## src/hw/rtl/zaphod_pkg.sv

```systemverilog
package zaphod_pkg;

  localparam int unsigned SeedWidth = 64;
  localparam int unsigned WordWidth = 32;

  localparam logic [31:0] PiW0   = 32'h43f6a888;
  localparam logic [31:0] PiW1   = 32'h5a308d31;
  localparam logic [31:0] PiW2   = 32'h3198a2e0;
  localparam logic [31:0] LenMul = 32'hC41A7AB1;
  localparam logic [31:0] ByteMask = 32'h000000FF;

  localparam logic [31:0] PrimeA0 = 32'h9fade23b;
  localparam logic [31:0] PrimeA1 = 32'haa6f908d;
  localparam logic [31:0] PrimeA2 = 32'hcdf6b72d;
  localparam logic [31:0] PrimeB0 = 32'hc95d22a9;
  localparam logic [31:0] PrimeB1 = 32'h8497242b;
  localparam logic [31:0] PrimeB2 = 32'h9c5cc4e9;

  localparam int unsigned MixRounds1 = 4;
  localparam int unsigned MixRounds2 = 5;

  typedef logic [31:0] word_t;

  typedef enum logic [3:0] {
    ST_EXP_INIT,
    ST_EXP_SCR_A,
    ST_EXP_MUL_A,
    ST_EXP_MIX1,
    ST_EXP_SCR_B,
    ST_EXP_MUL_B,
    ST_EXP_MIX2,
    ST_IDLE,
    ST_LEN_MUL,
    ST_ABSORB,
    ST_MIX,
    ST_FINAL,
    ST_FIN1,
    ST_FIN2,
    ST_OUT
  } state_t;

  // datapath operations driven by the controller
  typedef enum logic [3:0] {
    OP_NONE,
    OP_EXP_INIT,
    OP_SCR_PRE_A,
    OP_SCR_POST_A,
    OP_SCR_PRE_B,
    OP_SCR_POST_B,
    OP_KEY_MIX,
    OP_START,
    OP_LEN_APPLY,
    OP_ABSORB,
    OP_MIX,
    OP_FINAL,
    OP_FIN1,
    OP_FIN2
  } dp_op_t;

  typedef struct packed {
    dp_op_t op;
    logic   load_out;
  } dp_cmd_t;

  typedef struct packed {
    logic first;
    logic last;
    logic is_short;
    logic need_mix;
  } dp_stat_t;

  function automatic word_t rol(input word_t x, input int unsigned r);
    return (x << r) | (x >> (32 - r));
  endfunction

  function automatic word_t ror(input word_t x, input int unsigned r);
    return (x >> r) | (x << (32 - r));
  endfunction

  function automatic word_t scr_pre(input word_t v_in);
    word_t v;
    v = v_in;
    v = v ^ (v >> 9);
    v = v ^ (v << 21);
    v = v ^ (v >> 16);
    return v;
  endfunction

  function automatic word_t scr_post(input word_t v_in);
    word_t v;
    v = v_in;
    v = v ^ (v >> 17);
    v = v ^ (v << 15);
    v = v ^ (v >> 23);
    return v;
  endfunction

  function automatic logic [95:0] mix3(input word_t a0, input word_t a1, input word_t a2);
    word_t v0, v1, v2;
    v0 = a0;
    v1 = a1;
    v2 = a2;
    v0 = rol(v0, 16) - v2;
    v1 = ror(v1, 13) ^ v2;
    v2 = rol(v2, 17) + v1;
    v0 = ror(v0, 2) + v1;
    v1 = ror(v1, 17) - v0;
    v2 = ror(v2, 7) ^ v0;
    return {v2, v1, v0};
  endfunction

  // short final mix; stages 1 and 2 return {c, a}
  function automatic logic [63:0] short_fin1(input word_t a_in, input word_t c_in);
    word_t a, c;
    a = a_in;
    c = c_in;
    a = a - c;
    c = rol(c, 8) ^ a;
    a = ror(a, 16) + c;
    c = c + a;
    a = a + (a >> 9);
    return {c, a};
  endfunction

  function automatic logic [63:0] short_fin2(input word_t a_in, input word_t c_in);
    word_t a, c;
    a = a_in;
    c = c_in;
    a = a + c;
    c = c ^ a;
    c = c + (c << 4);
    a = a - c;
    c = ror(c, 8) ^ a;
    return {c, a};
  endfunction

  function automatic word_t short_fin3(input word_t a_in, input word_t c_in);
    word_t a, c;
    a = a_in;
    c = c_in;
    a = rol(a, 16) ^ c;
    c = rol(c, 10) + a;
    a = ror(a, 30) + c;
    c = ror(c, 12);
    return a ^ c;
  endfunction

  // common finalize; stages 1 and 2 return {c, b, a}
  function automatic logic [95:0] common_fin1(input word_t a_in, input word_t b_in,
                                              input word_t c_in);
    word_t a, b, c;
    a = a_in;
    b = b_in;
    c = c_in;
    c = c + a;
    b = b - c;
    b = rol(b, 6);
    c = c ^ b;
    c = rol(c, 28);
    b = b ^ c;
    a = a + b;
    b = rol(b, 24);
    return {c, b, a};
  endfunction

  function automatic logic [95:0] common_fin2(input word_t a_in, input word_t b_in,
                                              input word_t c_in);
    word_t a, b, c;
    a = a_in;
    b = b_in;
    c = c_in;
    c = c + b;
    c = rol(c, 18) + b;
    a = a ^ c;
    a = rol(a, 20);
    c = c + a;
    b = b ^ c;
    a = a + b;
    return {c, b, a};
  endfunction

  function automatic word_t common_fin3(input word_t a_in, input word_t b_in,
                                        input word_t c_in);
    word_t a, b, c;
    a = a_in;
    b = b_in;
    c = c_in;
    a = rol(a, 5);
    c = c + a;
    c = rol(c, 22);
    a = a - b;
    b = b - c;
    b = rol(b, 17);
    return a ^ b ^ c;
  endfunction

endpackage

```

## src/hw/rtl/zaphod_ctrl.sv

```systemverilog
module zaphod_ctrl (
  input  logic                 clk,
  input  logic                 rst,
  input  logic                 seed_we,
  input  logic                 chunk_valid,
  output logic                 chunk_ready,
  output logic                 out_valid,
  input  logic                 out_ready,
  input  zaphod_pkg::dp_stat_t stat,
  output zaphod_pkg::dp_cmd_t  cmd,
  output logic                 busy
);
  import zaphod_pkg::*;

  state_t      state, state_next;
  logic [2:0]  round, round_next;
  logic        out_full, out_full_next;

  always_ff @(posedge clk) begin
    if (rst) begin
      state    <= ST_EXP_INIT;
      round    <= '0;
      out_full <= 1'b0;
    end else begin
      state    <= state_next;
      round    <= round_next;
      out_full <= out_full_next;
    end
  end

  assign out_valid = out_full;

  always_comb begin
    state_next    = state;
    round_next    = round;
    out_full_next = out_full && !out_ready;
    cmd.op        = OP_NONE;
    cmd.load_out  = 1'b0;
    chunk_ready   = 1'b0;
    busy          = 1'b1;
    unique case (state)
      ST_EXP_INIT: begin
        cmd.op     = OP_EXP_INIT;
        state_next = ST_EXP_SCR_A;
      end
      ST_EXP_SCR_A: begin
        cmd.op     = OP_SCR_PRE_A;
        state_next = ST_EXP_MUL_A;
      end
      ST_EXP_MUL_A: begin
        cmd.op     = OP_SCR_POST_A;
        round_next = '0;
        state_next = ST_EXP_MIX1;
      end
      ST_EXP_MIX1: begin
        cmd.op     = OP_KEY_MIX;
        round_next = round + 3'd1;
        if (round == 3'(MixRounds1 - 1)) state_next = ST_EXP_SCR_B;
      end
      ST_EXP_SCR_B: begin
        cmd.op     = OP_SCR_PRE_B;
        state_next = ST_EXP_MUL_B;
      end
      ST_EXP_MUL_B: begin
        cmd.op     = OP_SCR_POST_B;
        round_next = '0;
        state_next = ST_EXP_MIX2;
      end
      ST_EXP_MIX2: begin
        cmd.op     = OP_KEY_MIX;
        round_next = round + 3'd1;
        if (round == 3'(MixRounds2 - 1)) state_next = ST_IDLE;
      end
      ST_IDLE: begin
        busy = 1'b0;
        if (seed_we) begin
          state_next = ST_EXP_INIT;
        end else begin
          chunk_ready = 1'b1;
          if (chunk_valid) begin
            if (stat.first) begin
              cmd.op     = OP_START;
              state_next = ST_LEN_MUL;
            end else begin
              cmd.op     = OP_ABSORB;
              state_next = ST_ABSORB;
            end
          end
        end
      end
      ST_LEN_MUL: begin
        cmd.op     = OP_LEN_APPLY;
        state_next = ST_ABSORB;
      end
      ST_ABSORB: begin
        // chunk already latched; decide the path
        if (stat.need_mix) begin
          cmd.op     = OP_MIX;
          state_next = stat.last ? ST_FINAL : ST_IDLE;
        end else begin
          state_next = stat.last ? ST_FINAL : ST_IDLE;
        end
      end
      ST_FINAL: begin
        cmd.op     = OP_FINAL;
        state_next = ST_FIN1;
      end
      ST_FIN1: begin
        cmd.op     = OP_FIN1;
        state_next = ST_FIN2;
      end
      ST_FIN2: begin
        cmd.op     = OP_FIN2;
        state_next = ST_OUT;
      end
      ST_OUT: begin
        if (!out_full || out_ready) begin
          cmd.load_out  = 1'b1;
          out_full_next = 1'b1;
          state_next    = ST_IDLE;
        end
      end
      default: state_next = ST_EXP_INIT;
    endcase
  end

endmodule

```

## config.mk

```make
export PLATFORM = sky130hd
export DESIGN_NAME = zaphod_ctrl
export DESIGN_NICKNAME = d
export VERILOG_FILES = /design/src/hw/rtl/zaphod_pkg.sv /design/src/hw/rtl/zaphod_ctrl.sv
export SDC_FILE = /design/constraint.sdc
export NUM_CORES = 1
export LEC_CHECK = 0
export ABC_AREA = 1
export BUFFER_PORTS_ARGS = -buffer_cell sky130_fd_sc_hd__buf_2
export CAP_MARGIN = 20
export CORE_AREA = 2 2 39 41
export DETAILED_ROUTE_END_ITERATION = 8
export DIE_AREA = 0 0 41 43
export GPL_TIMING_DRIVEN = 0
export MAX_ROUTING_LAYER = met4
export PLACE_DENSITY_LB_ADDON = 0.1
export SETUP_SLACK_MARGIN = 0.3
export SLEW_MARGIN = 20
export SYNTH_ARGS = -nofsm -noshare
export SYNTH_HDL_FRONTEND = slang
export SYNTH_SLANG_ARGS = --single-unit
```

## constraint.sdc

```tcl
create_clock -name clk -period 2.02 [get_ports clk]
set_input_delay 0.404 -clock clk [delete_from_list [all_inputs] [get_ports clk]]
set_output_delay 0.404 -clock clk [all_outputs]
set_load 0.005 [all_outputs]
```

# [Word level (Yosys, flattened, before mapping)]
# Cells that the tools add are included.
[op_classes] mux=21 reduce_logical=9 add_sub_neg=1 eq_ne=19
[ops] op="one-hot mux 4 bit (14 select lines)" count=1
[ops] op="one-hot mux 4 bit (12 select lines)" count=1
[ops] op="2-to-1 mux 4 bit" count=10
[ops] op="== test 4 bit (second input constant)" count=6
[ops] op="== test 4 x 3 -> 1 bit (second input constant)" count=4
[ops] op="== test 4 x 2 -> 1 bit (second input constant)" count=2
[ops] op="2-to-1 mux 1 bit" count=8
[ops] op="inequality test 2 bit (second input constant)" count=3
[ops] op="one-hot mux 3 bit (2 select lines)" count=1
[ops] op="== test 4 x 1 -> 1 bit (second input constant)" count=1
[ops] op="logical NOT 4 bit" count=1
[ops] op="AND reduction 4 bit" count=1
[ops] op="OR reduction 2 bit" count=2
[ops] op="adder 3 x 1 -> 3 bit (second input constant)" count=1
[ops] op="== test 3 x 2 -> 1 bit (second input constant)" count=1
[ops] op="== test 3 bit (second input constant)" count=1
[ops] op="inequality test 3 bit (second input constant)" count=1
[ops] op="logical NOT 1 bit" count=2
[ops] op="nonzero test 2 bit" count=1
[ops] op="logical AND 1 bit" count=1
[ops] op="logical OR 1 bit" count=1
[totals] reg_bits=8 in_bits=9 output_inout_bits=8 elab_cells=53

# [Logic depth before layout (Yosys ltp)]
[logic_depth] word_depth=4 mapped_depth=9 ltp_nobuf=8

# [Worst setup path after synthesis]
# Ideal clock, no wire load.
[synth_path] kind="flip-flop to output port" start="register state[0]" end="output cmd[2] in the netlist's numbering" path_slack_ps=631 path_buffers=0 stages_incl_launch_ff=7 required_ps=1616 arrival_ps=985 cell_sequence="dfxtp_1 > nand2_2 > nor2_4 > inv_2 > nor2_2 > a21oi_1 > nand3_1"
[synth_rtl] element="from (decl)" line_no="zaphod_ctrl.sv:15" text="state_t state, state_next;"
[synth_rtl] element="from (signal assigned)" line_no="zaphod_ctrl.sv:25" text="state <= state_next;"
[synth_rtl] element="to (decl)" line_no="zaphod_ctrl.sv:10" text="output zaphod_pkg::dp_cmd_t cmd,"

==> metrics.cfg <==
[run_status]
outcome=finished clean

[pwr]
power_density_nw_per_um2=560
p_leak_uw=0.000403
clock_power_share=0.244
power.share.switching=0.343
power.switching_uw=162
irDropWorstVdd_mv=0.373
internal-power_uw=310
seqPwrFrac=0.400
combPwrFrac=0.356

[grt]
gr-usage-met1=0.205
grt.total_usage=0.202
antenna_found_initial=0
overflow=0
use_met3=0.0471
grt_first_pass_wirelength_um=2450
grt_max_degree=9
grtUsageMet2=0.359
busiest_layer=met2
grt_pass1_vias=657

[synth]
synthTopCellsByCount=nand2_1, inv_1, nand3_1
syn_area_per_cell_um2=6.24
yosys.area.top_type=dfxtp_1
ys_async_sr_fraction=0
netlist_area_um2=656
synth-seq-cells=8
synth-main-ff-cell=dfxtp_1
yosys_warnings=0
yosys.area.top_type_share=0.244
synth_area_leaders=dfxtp_1, nand2_1, nand3_1
syn-instance-count=105
ys_types=24
synth_most_common_cell=nand2_1
synth-seq-area-share=0.244
synth_edf_count=0
synth_nets=117

[timing]
finClkSkew_ns=0.000444
hold_viol_final=0
slew_viol_final=0
tightest_slew_ns=0.377
post-route-min-period_ns=1.71
min_period_over_period=0.847
setup_ws_ns=0.309
relSlewSlack=0.749
clock.fmax_ghz=0.584
setup_viol=0
setup_tns_ns=0
rsz0062_at_grt=yes

[die]
die-area_um2=1760
rows=14
core_area_um2=1380
ioPinCount=17
start_util=0.474
die_h_um=43
dieWidth_um=41

[routing]
via_per_inst=5.07
vias=720
drt_wl_total_um=1520
dr.pass1.iters=4
drtAntennaViolNets=0
post_drt_wl_per_cell_um=10.7
drtIter0Drc=12
drcViolationCount=0

[min_path]
min_to=out_valid$_SDFF_PP0_
hold_path_class=in -> reg
hold-path-cell-count=4
min_from=out_ready

[cts]
cts-htree-levels=1
path_clk_slew_ns=0.05
cts_tree=done
clock_path_buffers=2
root_buffer=clkbuf_4
numCtsBuffers=3
clock-sinks=8
clk_latency_ns=0.24

[layout]
layout-drive-gt1-share=0.365
fill_cells=158
final_nets=140
area_growth_pct=28.4
n_antenna_cell=0
fin_util=0.608

[place]
dp_hpwl_um=1190
place_congestion=0.761
numPortBuffers=14
place_ws_ns=0.422

[critical_path]
regToRegEndpoint=state[2]$_SDFFE_PP0P_
ff2ff_setup_slack_ns=0.69
worstPathMaxFanout=8
path_cells=buf_6, inv_2, nand2_2, nor2_1, a31oi_1, o2111ai_1, buf_2
cp_num_buf_inv=3
critPathLaunchType=flop
cp_top_family=flip-flops
critical_path_class=reg -> out
r2r_cells=7
slowest_stage=dfxtp_2
rr_startpoint=round[0]$_SDFFE_PP0P_
worstPathArrival_ns=1.31
cp_slowest_stage_delay_ns=0.32
required_ns=1.62
worstSetupEndpointType=output port

[flow_run]
drv_cap=0

-- area by class of cell --
cell class	instances	area, um2	area share
timing repair buffer	18	100	0.119
multi-input combinational	78	445	0.529
tap	16	20.0	0.0238
buffer	2	15.0	0.0178
inverter	17	66.3	0.0788
sequential	8	173	0.205
clock buffer	3	22.5	0.0267
-- per-stage QoR --
| step | hold WS, ns | total power [uW] | cells | instance area [um2] |
|---|---|---|---|---|
| 5_1_grt | 0.451 | 513 | 142 | 842 |
| 3_3_place_gp | 0.488 | 336 | 135 | 746 |
| 2_1_floorplan | 0.470 | 295 | 105 | 656 |
| 4_1_cts | 0.438 | 478 | 142 | 837 |
| 6_report | 0.439 | 471 | 142 | 842 |
| 3_5_place_dp | 0.498 | 339 | 135 | 746 |
-- what timing repair did --
item,CTS,global route
gates cloned,0,0
setup endpoints to repair,4,4
resized for setup,13,3
buffers inserted,4,0
pin swaps,2,2
hold buffers,0,0
-- state kept, by name, summed over array words and instances, names as in the netlist --
| name | count |
|---|---|
| out_valid | 1 |
| state | 4 |
| round | 3 |
-- power groups by stage --
| stage | sequential, uW | combinational (uW) | clock, uW |
|---|---|---|---|
| final | 189 | 168 | 115 |
| after global routing | 190 | 192 | 131 |
| after global placement | 187 | 149 | 0 |
| after detailed placement | 188 | 151 | 0 |
| after CTS | 190 | 168 | 120 |
| after floorplan | 185 | 110 | 0 |
-- routing by layer --
metal,vias up,share of wire
met2,9,0.56
li1,384,-
met3,0,0.032
met1,327,0.41
met5,-,0
met4,0,0
-- logic make-up (layout without fill, tap and decap cells) --
| group | after synthesis | in the layout | synth area share |
|---|---|---|---|
| fa+ha+maj | 3 | 3 | 0.0573 |
| compound gates | 19 | 19 | 0.166 |
| flops | 8 | 8 | 0.244 |
| xor+xnor | 1 | 1 | 0.0134 |
| simple gates | 55 | 55 | 0.399 |
| buf+inv | 19 | 40 | 0.120 |
-- worst register-to-register path: stages (launching register included) --
cell and delay [ns]:
dfxtp_1 0.35, ha_1 0.16, ha_1 0.13, nand3b_1 0.12, nand2_1 0.10, nor2_2 0.17
nand2_1 0.07, a21oi_1 0.15
-- cells in the final DEF, fill, tap and decap left out, drive strengths merged --
master and count:
o2111ai 1, o21ai 5, ha 3, nand3 10
a21oi 10, nor3 1, nand3b 1, or2 1
dfxtp 8, a31oi 1, inv 17, buf 20
clkbuf 3, xor2 1, o22ai 1, nor2 15
o221ai 1, nand2 27
-- worst max-delay path by stage --
stage | from | to | slack, ns | depth (start not counted)
floorplan | state[0]$_SDFFE_PP0P_ | cmd[2] | 0.63 | 6
global placement | state[0]$_SDFFE_PP0P_ | cmd[4] | 0.44 | 7
detailed placement | state[0]$_SDFFE_PP0P_ | cmd[4] | 0.42 | 7
CTS | state[3]$_SDFFE_PP0P_ | cmd[4] | 0.29 | 8
global route | state[2]$_SDFFE_PP0P_ | cmd[2] | 0.22 | 8
finish | state[2]$_SDFFE_PP0P_ | cmd[4] | 0.31 | 7
(Power assumes the default switching activity.)
